**config.mk**
```make
export PLATFORM = sky130hd
export DESIGN_NAME = utf8_stream_decoder
export DESIGN_NICKNAME = d
export VERILOG_FILES = /design/src/hw/rtl/usd_pkg.sv /design/src/hw/rtl/utf8_stream_decoder.sv
export SDC_FILE = /design/constraint.sdc
export NUM_CORES = 1
export LEC_CHECK = 0
export BUFFER_PORTS_ARGS = -buffer_cell sky130_fd_sc_hd__clkbuf_2
export CORE_MARGIN = 4
export CORE_UTILIZATION = 61
export CTS_CLUSTER_DIAMETER = 50
export CTS_CLUSTER_SIZE = 10
export DETAILED_ROUTE_END_ITERATION = 12
export PLACE_DENSITY = 0.81
export SLEW_MARGIN = 30
export SYNTH_ARGS = -nofsm -noshare
export SYNTH_HDL_FRONTEND = slang
export SYNTH_SLANG_ARGS = --single-unit
```
**constraint.sdc**
```tcl
create_clock -name clk -period 5.4 [get_ports clk]
set_clock_uncertainty 0.05 [all_clocks]
set_input_delay 0.81 -clock clk [delete_from_list [all_inputs] [get_ports clk]]
set_output_delay 0.81 -clock clk [all_outputs]
set_load 0.1 [all_outputs]
```
**src/hw/rtl/usd_pkg.sv**
```systemverilog
`default_nettype none

package usd_pkg;

	localparam int BYTE_W = 8;
	localparam int ACC_W  = 32;
	localparam int CP_W   = 21;

	typedef logic [2:0]        trail_cnt_t;
	typedef logic [ACC_W-1:0]  acc_t;
	typedef logic [CP_W-1:0]   cp_t;

	localparam acc_t CP_MAX_LEGAL  = 32'h0010_FFFF;
	localparam acc_t CP_SURR_FIRST = 32'h0000_D800;
	localparam acc_t CP_SURR_LAST  = 32'h0000_DFFF;
	localparam acc_t CP_REPLACE    = 32'h0000_FFFD;

	localparam acc_t OFFSET_1 = 32'h0000_3080;
	localparam acc_t OFFSET_2 = 32'h000E_2080;
	localparam acc_t OFFSET_3 = 32'h03C8_2080;
	localparam acc_t OFFSET_4 = 32'hFA08_2080;
	localparam acc_t OFFSET_5 = 32'h8208_2080;

	// Trailing byte count implied by a lead byte
	function automatic trail_cnt_t trailers_of(input logic [BYTE_W-1:0] b);
		trail_cnt_t n;
		case (b) inside
			[8'h00:8'hBF]: n = 3'd0;
			[8'hC0:8'hDF]: n = 3'd1;
			[8'hE0:8'hEF]: n = 3'd2;
			[8'hF0:8'hF7]: n = 3'd3;
			[8'hF8:8'hFB]: n = 3'd4;
			default:       n = 3'd5;
		endcase
		return n;
	endfunction

	// Offset removed once a sequence of the given length is summed
	function automatic acc_t length_offset(input trail_cnt_t n);
		acc_t off;
		case (n)
			3'd1:    off = OFFSET_1;
			3'd2:    off = OFFSET_2;
			3'd3:    off = OFFSET_3;
			3'd4:    off = OFFSET_4;
			3'd5:    off = OFFSET_5;
			default: off = '0;
		endcase
		return off;
	endfunction

	// Remove offset, replace illegal and surrogate values
	function automatic cp_t finish(input acc_t sum, input trail_cnt_t n);
		acc_t v;
		v = sum - length_offset(n);
		if (v > CP_MAX_LEGAL || (v >= CP_SURR_FIRST && v <= CP_SURR_LAST)) begin
			v = CP_REPLACE;
		end
		return v[CP_W-1:0];
	endfunction

endpackage

`default_nettype wire

```
**src/hw/rtl/utf8_stream_decoder.sv**
```systemverilog
// Channel  | Handshake                  | Payload
// ---------+----------------------------+--------------------------
// input    | in_valid / in_stall        | byte_in    [7:0]  one byte
// output   | out_valid / out_stall      | code_point [20:0] one code point
//
// One byte is taken every cycle unless in_stall is high; the result of a completed
// sequence appears in the output register in the cycle after its last byte is taken.
// The result is formed by the single accumulate-and-finish step per byte.
// in_stall rises only while a held result is itself stalled downstream.
// Reset clears the sequence counters and the output valid flag.
`default_nettype none

module utf8_stream_decoder (
	input  wire                        clk,
	input  wire                        arst_n,
	input  wire                        in_valid,
	output logic                       in_stall,
	input  wire  [usd_pkg::BYTE_W-1:0] byte_in,
	output logic                       out_valid,
	input  wire                        out_stall,
	output logic [usd_pkg::CP_W-1:0]   code_point
);
	import usd_pkg::*;

	acc_t       acc_q;
	trail_cnt_t rem_q;
	trail_cnt_t trl_q;
	logic       out_valid_q;
	cp_t        cp_q;

	logic       in_acc;
	trail_cnt_t lead_n;
	acc_t       sum;
	acc_t       acc_d;
	trail_cnt_t rem_d;
	trail_cnt_t trl_d;
	logic       res_d;
	cp_t        cp_d;

	// Hold input only while the held result cannot leave
	assign in_stall   = out_valid_q && out_stall;
	assign in_acc     = in_valid && !in_stall;
	assign out_valid  = out_valid_q;
	assign code_point = cp_q;

	// Advance the sequence by one byte
	always_comb begin
		lead_n = trailers_of(byte_in);
		sum    = acc_q + {{(ACC_W-BYTE_W){1'b0}}, byte_in};
		acc_d  = acc_q;
		rem_d  = rem_q;
		trl_d  = trl_q;
		res_d  = 1'b0;
		cp_d   = finish(sum, trl_q);
		if (rem_q == 3'd0) begin
			if (lead_n == 3'd0) begin
				res_d = 1'b1;
				cp_d  = finish({{(ACC_W-BYTE_W){1'b0}}, byte_in}, 3'd0);
				acc_d = '0;
			end else begin
				acc_d = {{(ACC_W-BYTE_W-6){1'b0}}, byte_in, 6'd0};
				rem_d = lead_n;
				trl_d = lead_n;
			end
		end else begin
			rem_d = rem_q - 3'd1;
			if (rem_q == 3'd1) begin
				res_d = 1'b1;
				acc_d = '0;
				trl_d = 3'd0;
			end else begin
				acc_d = {sum[ACC_W-7:0], 6'd0};
			end
		end
	end

	// Sequence state
	always_ff @(posedge clk or negedge arst_n) begin
		if (!arst_n) begin
			acc_q <= '0;
			rem_q <= '0;
			trl_q <= '0;
		end else if (in_acc) begin
			acc_q <= acc_d;
			rem_q <= rem_d;
			trl_q <= trl_d;
		end
	end

	// Result register: load on a finished item, drop when taken
	always_ff @(posedge clk or negedge arst_n) begin
		if (!arst_n) begin
			out_valid_q <= 1'b0;
		end else if (in_acc) begin
			out_valid_q <= res_d;
		end else if (!out_stall) begin
			out_valid_q <= 1'b0;
		end
	end

	always_ff @(posedge clk) begin
		if (in_acc && res_d) begin
			cp_q <= cp_d;
		end
	end

`ifndef SYNTH
	a_rem_range: assert property (@(posedge clk) disable iff (!arst_n)
		rem_q <= 3'd5)
		else $error("remaining count out of range");

	a_trl_cover: assert property (@(posedge clk) disable iff (!arst_n)
		rem_q != 3'd0 |-> trl_q >= rem_q)
		else $error("sequence length below remaining count");

	a_cp_legal: assert property (@(posedge clk) disable iff (!arst_n)
		out_valid |-> ({11'd0, code_point} <= CP_MAX_LEGAL) &&
			!({11'd0, code_point} >= CP_SURR_FIRST && {11'd0, code_point} <= CP_SURR_LAST))
		else $error("illegal code point emitted");

	a_ascii_pass: assert property (@(posedge clk) disable iff (!arst_n)
		in_acc && rem_q == 3'd0 && byte_in < 8'hC0 |=>
			out_valid && code_point == {13'd0, $past(byte_in)})
		else $error("single byte item not passed through");
`endif

endmodule

`default_nettype wire

```
==> flow_summary.json, run 1 <==
{
  "place.gp.congestion": 0.933,
  "hold_class": "flip-flop to flip-flop",
  "cts_hold_buf": 0,
  "crit_slowest_cell": "or4_4",
  "arrival_ns": 4.98,
  "die_h_um": 93.7,
  "clock_path_buffers": 2,
  "cts-htree-levels": 2,
  "tightestPinTransition_ns": 0.805,
  "rsz0062_at_grt": "false",
  "r2r_setup_slack_ns": 0.64,
  "diodes": 0,
  "fp.coreArea_um2": 6980,
  "clock_tree.root_cell": "clkbuf_8",
  "grt_pass1_wl_mm": 19.4,
  "synth_ff_type": "dfrtp_1",
  "synth_area_um2": 4480,
  "layout_min_cycle_time_ns": 4.97,
  "worst-path-max-fanout": 15,
  "avgSynthCellArea_um2": 8.68,
  "worstPathCellList": "clkbuf_2 -> ha_1 -> a21oi_1 -> or4_4 -> nand2b_1 -> nor2_1 -> xor2_1 -> ha_1 -> a2111oi_0 -> nand2_1 -> a32oi_1 -> o21ai_0 -> a2111oi_2 -> and4_1 -> and4_1 -> buf_12 -> o21ai_0",
  "rows": 30,
  "path_clk_slew_ns": 0.11,
  "yosys_warnings": 0,
  "crit_start": "byte_in[7]",
  "setup_tns_ns": 0,
  "crit_cells": 17,
  "fin_nets": 583,
  "post_cts_buffers": 0,
  "synthesis.nets": 549,
  "insertion_delay_ns": 0.32,
  "detail-route-antenna-nets": 0,
  "vias": 4103,
  "crit_family": "simple AND/OR/NAND/NOR gates",
  "slowest_delay_ns": 0.60,
  "wl_mm": 11.8,
  "drv_cap": 0,
  "clock-sinks": 54,
  "setup_viol_count_final": 0,
  "cp-endpoint": "code_point[3]",
  "critPathCaptureType": "flip-flop",
  "cts-resized-gates": 0,
  "outcome": "completed",
  "cp-start-kind": "primary input",
  "ys_seq_elements": 54,
  "drt-initial-drc-count": 318,
  "cts_tree": "done",
  "dr.pass1.iters": 5,
  "place.detailed.hpwl_mm": 9.06,
  "ys_seq_area_frac": 0.325,
  "crit_type": "primary input to flip-flop",
  "synthCells": 516,
  "required_ns": 5.41,
  "syn_to_final_growth_pct": 9.69,
  "cts_buffers": 5,
  "synth.distinct_cells": 75,
  "synth_async_sr_flop_share": 0.611,
  "antenna_found_initial": 0,
  "pin_count": 35,
  "die_x_um": 93.7,
  "viasPerCell": 6.34,
  "rr_worst_depth": 16,
  "r2r-end": "code_point[3]",
  "slew_violations": 0,
  "layout-drive-gt1-share": 0.176,
  "grt_pass1_vias": 3939,
  "r2r-start": "acc_q[7]",
  "grt-ovfl-total": 0,
  "detail_route.wl_per_cell_um": 18.3,
  "period_share": 0.920,
  "synth_enable_flop_cells": 21,
  "slew_headroom": 0.464,
  "dieArea_um2": 8780,
  "drc": 0,
  "final.fill_count": 566,
  "crit_buf_inv": 2,
  "grtUsageTotal": 0.276,
  "fmax_ghz": 0.201,
  "hold_viol_final": 0,
  "grt_max_degree": 34,
  "final_cell_area_um2": 4910,
  "dpl_cell_area_um2": 4790,
  "initial_core_util": 0.642,
  "portBuffers": 34
}
-- cell type report --
type / count / area, um^2 / area share
clock inverter: 2 / 38.8 / 0.00789
inverter: 16 / 60.1 / 0.0122
clock buffer: 6 / 82.6 / 0.0168
multi-input combinational: 423 / 2850 / 0.581
tap: 96 / 120 / 0.0244
sequential: 54 / 1460 / 0.296
timing repair buffer: 50 / 303 / 0.0616
-- Yosys cell counts, types with 5 or more instances --
cell type | instances | share of area
a21oi_1 | 21 | 0.023
a21oi_2 | 6 | 0.012
a22o_1 | 7 | 0.014
a31oi_1 | 6 | 0.0084
and2_1 | 5 | 0.0070
and3_1 | 7 | 0.0098
and4_1 | 7 | 0.014
clkbuf_1 | 15 | 0.013
dfrtp_1 | 33 | 0.18
edfxtp_1 | 21 | 0.14
ha_1 | 20 | 0.056
inv_1 | 16 | 0.013
mux2i_1 | 5 | 0.011
nand2_1 | 67 | 0.056
nand2b_1 | 20 | 0.028
nand3_1 | 14 | 0.016
nand4_1 | 5 | 0.0070
nor2_1 | 42 | 0.035
nor2b_1 | 6 | 0.0084
nor3_1 | 13 | 0.015
o211ai_1 | 7 | 0.012
o21a_1 | 5 | 0.0084
o21ai_0 | 34 | 0.038
xnor2_1 | 27 | 0.053
xor2_1 | 13 | 0.025
-- layout by cell type (no fill, tap or decap), types with 3 or more instances in the layout --
cell type  count
a211oi_1       4
clkbuf_8       6
buf_4         15
a31o_2         4
nor4_1         4
mux2i_1        5
and4_1         7
xnor2_1       27
a21o_1         4
and2_1         5
o21bai_2       4
o21a_1         5
ha_1          20
nor2_1        41
a21oi_1       20
nand4_1        5
o22ai_1        4
or2_2          4
o221ai_1       3
o21ai_0       34
inv_1         16
xor2_1        13
or3_1          4
nor3_1        13
o31a_1         3
nand2b_1      20
a31oi_1        6
edfxtp_1      21
clkbuf_2      33
a21oi_2        7
nand3_1       14
o211ai_1       7
nor2b_1        6
and3_1         7
dfrtp_1       33
a22o_1         7
nand2_1       66
-- flip-flops by register name, indices dropped and copies added, names as in the netlist --
signal / flops
acc_q: 26
trl_q: 3
rem_q: 3
out_valid: 1
code_point: 21
-- routing by layer --
metal / wire length, um / GRT usage
met1: 5120 / 0.370
met4: 218 / 0.0830
met5: 0 / 0
met3: 739 / 0.0377
met2: 5770 / 0.464
-- metrics by stage --
stage                util  hold WS (ns)  setup WS [ns]  instances
global route        0.704         0.527          0.164        647
detailed placement  0.686         0.456          0.181        639
global placement    0.685         0.429          0.216        639
finish              0.704         0.471          0.431        647
CTS                 0.704         0.481          0.475        647
floorplan               -         0.416          0.566        516
-- worst min path at each step --
stage / cells past startpoint / start / slack [ns] / end
after global routing: 2 / acc_q[28] / 0.53 / acc_q[28]
after detailed placement: 2 / acc_q[31] / 0.46 / acc_q[31]
after global placement: 2 / acc_q[31] / 0.43 / acc_q[31]
final: 2 / acc_q[31] / 0.47 / acc_q[31]
after floorplan: 2 / acc_q[31] / 0.42 / acc_q[31]
after CTS: 2 / acc_q[31] / 0.48 / acc_q[31]
-- kinds of logic after synthesis --
family / after synthesis / share of synthesized area
adder cells (fa/ha/maj): 21 / 0.0603
flip-flops: 54 / 0.325
buffers and inverters: 39 / 0.0410
AO/OA/AOI/OAI: 133 / 0.210
AND/OR/NAND/NOR: 222 / 0.269
multiplexers: 7 / 0.0162
XOR/XNOR: 40 / 0.0782
-- worst reg2reg max path: cells and delay by family (launching register included) --
family | cells | cell delay (ns)
AO/OA/AOI/OAI | 6 | 1.30
buffers and inverters | 1 | 0.17
adder cells (fa/ha/maj) | 2 | 0.70
XOR/XNOR | 1 | 0.23
flip-flops | 1 | 0.43
AND/OR/NAND/NOR | 6 | 1.62
Power of run 1 is left out: the tool's default activity adds up to more than one toggle a clock period on the data nets, which glitch-free logic cannot reach.
==> run 2: changes to the inputs <==
- ABC_AREA: not set -> 1
- CORE_UTILIZATION: 61 -> 62
- PLACE_DENSITY: 0.81 -> 0.82
==> run 2 against run 1 <==
Critical path depth increased by 7; via count increased by 13%; maximum frequency increased by 11%; hold slack improved by 0.026 ns; clock-buffer cell count decreased by 1; global-route usage increased by 0.44 points; synthesized cell count increased by 35%; critical endpoint is now code_point[15]; highest routed layer unchanged.
==> flow_summary.json, run 2 <==
{
  "drc": 0,
  "clock_path_buffers": 2,
  "grt_pass1_wl_mm": 20.1,
  "ys_seq_area_frac": 0.306,
  "place.gp.congestion": 0.974,
  "synth-compound-area-share": 0.0826,
  "drv_cap": 0,
  "cts-htree-levels": 2,
  "viasPerCell": 5.57,
  "synth_top_area_cell": "dfrtp_1",
  "post_cts_buffers": 0,
  "synth_top_family_by_area": "simple AND/OR/NAND/NOR gates",
  "period_share": 0.826,
  "tightestPinTransition_ns": 0.827,
  "pre_cts_slack_ns": 0.622,
  "critPathCaptureType": "flip-flop",
  "grt_max_degree": 34,
  "synth_fa_ha_area_frac": 0.0568,
  "synth-simple-area-share": 0.413,
  "cp-start-kind": "primary input",
  "portBuffers": 34,
  "yosys.cell_count.top_type": "nand2_1",
  "arrival_ns": 4.50,
  "netlist.area_leader.share": 0.174,
  "cts_tree": "done",
  "cpMostUsedCell": "nand2_1",
  "r2r_setup_slack_ns": 1.11,
  "avgSynthCellArea_um2": 6.83,
  "detail-route-antenna-nets": 0,
  "rsz0062_at_grt": "false",
  "outcome": "completed",
  "hold_class": "flip-flop to flip-flop",
  "required_ns": 5.43,
  "hold_viol_final": 0,
  "detail_route.wl_per_cell_um": 14.7,
  "yosys.area_share.xor_xnor": 0.0326,
  "synth.distinct_cells": 43,
  "setup_viol_count_final": 0,
  "wl_mm": 12.2,
  "synth_ff_type": "dfrtp_1",
  "synthesis.nets": 729,
  "yosys-mux-area-fraction": 0,
  "yosys-top-cells-count": "nand2_1, inv_1, nand3_1",
  "clock_tree.root_cell": "clkbuf_8",
  "final.fill_count": 643,
  "yosys_warnings": 0,
  "synth_area_leaders": "dfrtp_1, nand2_1, edfxtp_1",
  "die_x_um": 95.6,
  "cts_hold_buf": 0,
  "clock-sinks": 54,
  "cts-resized-gates": 0,
  "initial_core_util": 0.646,
  "diodes": 0,
  "grtUsageTotal": 0.281,
  "cts_buffers": 5,
  "layout-drive-gt1-share": 0.180,
  "synthCells": 696,
  "dieArea_um2": 9140,
  "largest_reg_flops": 26,
  "layout_min_cycle_time_ns": 4.46,
  "path_clk_slew_ns": 0.11,
  "fmax_ghz": 0.224,
  "rr_worst_depth": 23,
  "place.detailed.hpwl_mm": 9.94,
  "largest_register": "acc_q",
  "synth_async_sr_flop_share": 0.611,
  "grt-ovfl-total": 0,
  "rows": 31,
  "slew_violations": 0,
  "die_h_um": 95.6,
  "crit_slowest_cell": "nor3_1",
  "grt_pass1_vias": 4327,
  "drt-initial-drc-count": 282,
  "insertion_delay_ns": 0.32,
  "fin_util": 0.694,
  "layout_commonest_cell": "nand2_1",
  "slowest_delay_ns": 0.40,
  "pin_count": 35,
  "mostFrequentLayoutCells": "nand2_1, inv_1, nand3_1, nor2_1, clkbuf_2",
  "synth_enable_flop_cells": 21,
  "syn_to_final_growth_pct": 7.58,
  "ys_seq_elements": 54,
  "dr.pass1.iters": 5,
  "antenna_found_initial": 0,
  "setup_tns_ns": 0,
  "worst-path-max-fanout": 13,
  "vias": 4632,
  "fin_nets": 765,
  "hold_path_depth": 2,
  "synth_area_um2": 4760,
  "worstPathCellList": "clkbuf_2 -> ha_1 -> nand2_1 -> nand2_1 -> nand3_1 -> nor3_1 -> nand4_1 -> nor2_1 -> xor2_1 -> inv_1 -> ha_1 -> nand2_1 -> nor3_1 -> inv_1 -> nor2_2 -> nand3_1 -> nand3_1 -> nand2_1 -> nand2_1 -> nand2_1 -> nor2_2 -> nand3_2 -> nand2_4 -> nand2_2",
  "setup_ws_ns": 0.938,
  "slew_headroom": 0.448,
  "crit_type": "primary input to flip-flop",
  "fp.coreArea_um2": 7370
}
[run 2: changes by cell type after synthesis, sizes merged, moves of 11 or more]
cell and delta:
clkbuf -14, inv +105, nand2 +160, nand2b -20, nand3 +52, nand4 +11, nor2 +40, o21ai -13
o22ai +12, xnor2 -25
[run 2: layout make-up]
type                            count  area (um^2)  area share
Sequential cell                    54         1460       0.285
Clock buffer                        5         68.8      0.0134
Timing Repair Buffer               35          178      0.0347
Multi-Input combinational cell    512         2800       0.546
Clock inverter                      3         28.8     0.00562
Inverter                          124          465      0.0910
Tap cell                           99          124      0.0242
[run 2: path summary, 6_finish.rpt]
kind / startpoint / to
setup / recovery: byte_in[7] / code_point[15]
setup reg to reg: acc_q[7] / code_point[15]
min in group asynchronous: arst_n / acc_q[31]
hold reg to reg: acc_q[6] / acc_q[6]
max in group asynchronous: arst_n / out_valid
hold / removal: acc_q[6] / acc_q[6]
[run 2: per-layer routing]
layer | part of all wire | routed length (um) | global-route usage | vias to the layer above
li1 | - | - | - | 2295
met1 | 0.44 | 5330 | 0.382 | 2144
met2 | 0.47 | 5770 | 0.455 | 167
met3 | 0.068 | 826 | 0.0450 | 26
met4 | 0.022 | 269 | 0.0936 | 0
met5 | 0 | 0 | 0 | -
[run 2: logic make-up after synthesis]
family,after synthesis
and+or+nand+nor,409
xor gates and xnor gates,16
AOI/OAI and AO/OA,66
adders and majority gates,21
DFF,54
buffers and inverters,130
[run 2: worst max-delay path: cells and delay by family]
kind / cells / cell delay (ns)
xor gates and xnor gates: 1 / 0.16
adders and majority gates: 2 / 0.73
buffers and inverters: 3 / 0.28
and+or+nand+nor: 18 / 2.50
[run 2: through the flow]
| stage | std cells | hold WS, ns | instance area [um^2] |
|---|---|---|---|
| after global placement | 824 | 0.424 | 5010 |
| after CTS | 832 | 0.500 | 5120 |
| after detailed placement | 824 | 0.473 | 5020 |
| after global routing | 832 | 0.514 | 5120 |
| final | 832 | 0.497 | 5120 |
| after floorplan | 696 | 0.403 | 4760 |
Power of run 2 is left out for the same reason.
==> run 3: changes to the inputs <==
- clock period: 5.4 -> 4.24 ns (I/O delays scaled with it)
==> run 3 against run 2 <==
Cell count is 3.6% higher; register-to-register slack worse by 0.85 ns; first-iteration DRC count is 24% higher; die area stayed put; non-clock buffer count is 30 higher; wire length is 3.8% higher; sequential cell count stayed put; cell area is 6.0% higher; setup slack worse by 0.71 ns; core utilization is 4.2 points higher; critical path type unchanged.
==> flow_summary.json, run 3 (same netlist as run 2, synthesis figures left out) <==
{
  "die_h_um": 95.6,
  "clock_tree.root_cell": "clkbuf_8",
  "grt_pass1_wl_mm": 21.2,
  "layout-drive-gt1-share": 0.228,
  "grt_pass1_vias": 4647,
  "pin_count": 35,
  "grt_max_degree": 34,
  "antenna_found_initial": 0,
  "crit_start": "byte_in[6]",
  "r2r_setup_slack_ns": 0.26,
  "syn_to_final_growth_pct": 14.1,
  "place.gp.congestion": 0.959,
  "slew_headroom": 0.441,
  "drt-initial-drc-count": 350,
  "arrival_ns": 4.04,
  "period_share": 0.946,
  "largest_register": "acc_q",
  "place.detailed.hpwl_mm": 10.4,
  "cts_hold_buf": 0,
  "path_clk_slew_ns": 0.11,
  "r2r-end": "code_point[8]",
  "drv_cap": 0,
  "dpl_cell_area_um2": 5240,
  "setup_viol_count_final": 0,
  "hold_class": "primary input to asynchronous set/reset pin",
  "grtUsageTotal": 0.295,
  "crit_type": "primary input to flip-flop",
  "required_ns": 4.27,
  "clock_path_buffers": 2,
  "clock-sinks": 54,
  "layout_commonest_cell": "nand2_1",
  "cts_tree": "done",
  "critPathCaptureType": "flip-flop",
  "grt-ovfl-total": 0,
  "viasPerCell": 5.54,
  "detail-route-antenna-nets": 0,
  "cp-start-kind": "primary input",
  "final_cell_area_um2": 5430,
  "diodes": 0,
  "vias": 4778,
  "drc": 0,
  "tightestPinTransition_ns": 0.839,
  "dieArea_um2": 9140,
  "rr_worst_depth": 22,
  "insertion_delay_ns": 0.32,
  "r2r-start": "acc_q[6]",
  "rows": 31,
  "worst-path-max-fanout": 13,
  "cts_buffers": 5,
  "layout_min_cycle_time_ns": 4.01,
  "die_x_um": 95.6,
  "wl_mm": 12.7,
  "hold_viol_final": 0,
  "portBuffers": 34,
  "slew_violations": 0,
  "fp.coreArea_um2": 7370,
  "dr.pass1.iters": 5,
  "outcome": "completed",
  "largest_reg_flops": 26,
  "fmax_ghz": 0.249,
  "detail_route.wl_per_cell_um": 14.7,
  "mostFrequentLayoutCells": "nand2_1, inv_1, nand3_1, nor2_1, clkbuf_2",
  "initial_core_util": 0.646,
  "cts-htree-levels": 2,
  "fin_nets": 795
}
[run 3: layout make-up]
cell class	instances	area, um^2
fillers	605	1940
inverters	124	465
repair buffers	65	403
clock inverters	3	48.8
well taps	99	124
clock buffers	5	68.8
flip-flops and latches	54	1460
multi-input cells	512	2860
[run 3: metal layers]
layer  vias to the layer above  GRT usage  wire length [um]
li1                       2357          -                 -
met3                        25     0.0410               648
met2                       179      0.515              6290
met4                         0     0.0841               250
met1                      2217      0.380              5470
met5                         -          0                 0
[run 3: stage by stage]
stage / utilization / instances / hold slack [ns] / TNS, ns / setup WS (ns)
2_1_floorplan: - / 696 / 0.290 / 0 / 0.310
3_3_place_gp: 0.710 / 853 / 0.425 / -1.74 / -0.140
3_5_place_dp: 0.711 / 853 / 0.439 / -2.19 / -0.164
4_1_cts: 0.727 / 861 / 0.375 / 0 / 0.158
5_1_grt: 0.736 / 862 / 0.407 / -0.109 / -0.0226
6_report: 0.736 / 862 / 0.352 / 0 / 0.228
[run 3: how the worst max path moves through the flow]
stage | slack (ns) | to | cells past startpoint
floorplan | 0.31 | code_point[5] | 25
global placement | -0.14 | code_point[3] | 25
detailed placement | -0.16 | code_point[3] | 24
CTS | 0.16 | code_point[3] | 24
global route | -0.02 | code_point[2] | 22
finish | 0.23 | code_point[8] | 23
[run 3: timing repair]
item                                    CTS  global route
gates resized for setup                   0            13
buffers inserted                          0             1
endpoints found under the setup margin    0            21
[run 3: worst max-delay path, stage by stage]
cell      delay, ns
clkbuf_2       0.11
ha_2           0.22
fa_1           0.41
nand3_2        0.11
nor2_4         0.06
nand3_1        0.09
inv_1          0.06
nand2_1        0.06
inv_1          0.05
nand2_1        0.06
xor2_1         0.22
inv_1          0.09
ha_1           0.38
a21oi_1        0.26
nand2_1        0.14
nor2_1         0.18
nand3_1        0.10
nand2_1        0.15
nand3_1        0.10
nor2_1         0.15
nand3_2        0.17
nand2_8        0.17
nand2_2        0.07
Power of run 3 is left out for the same reason.
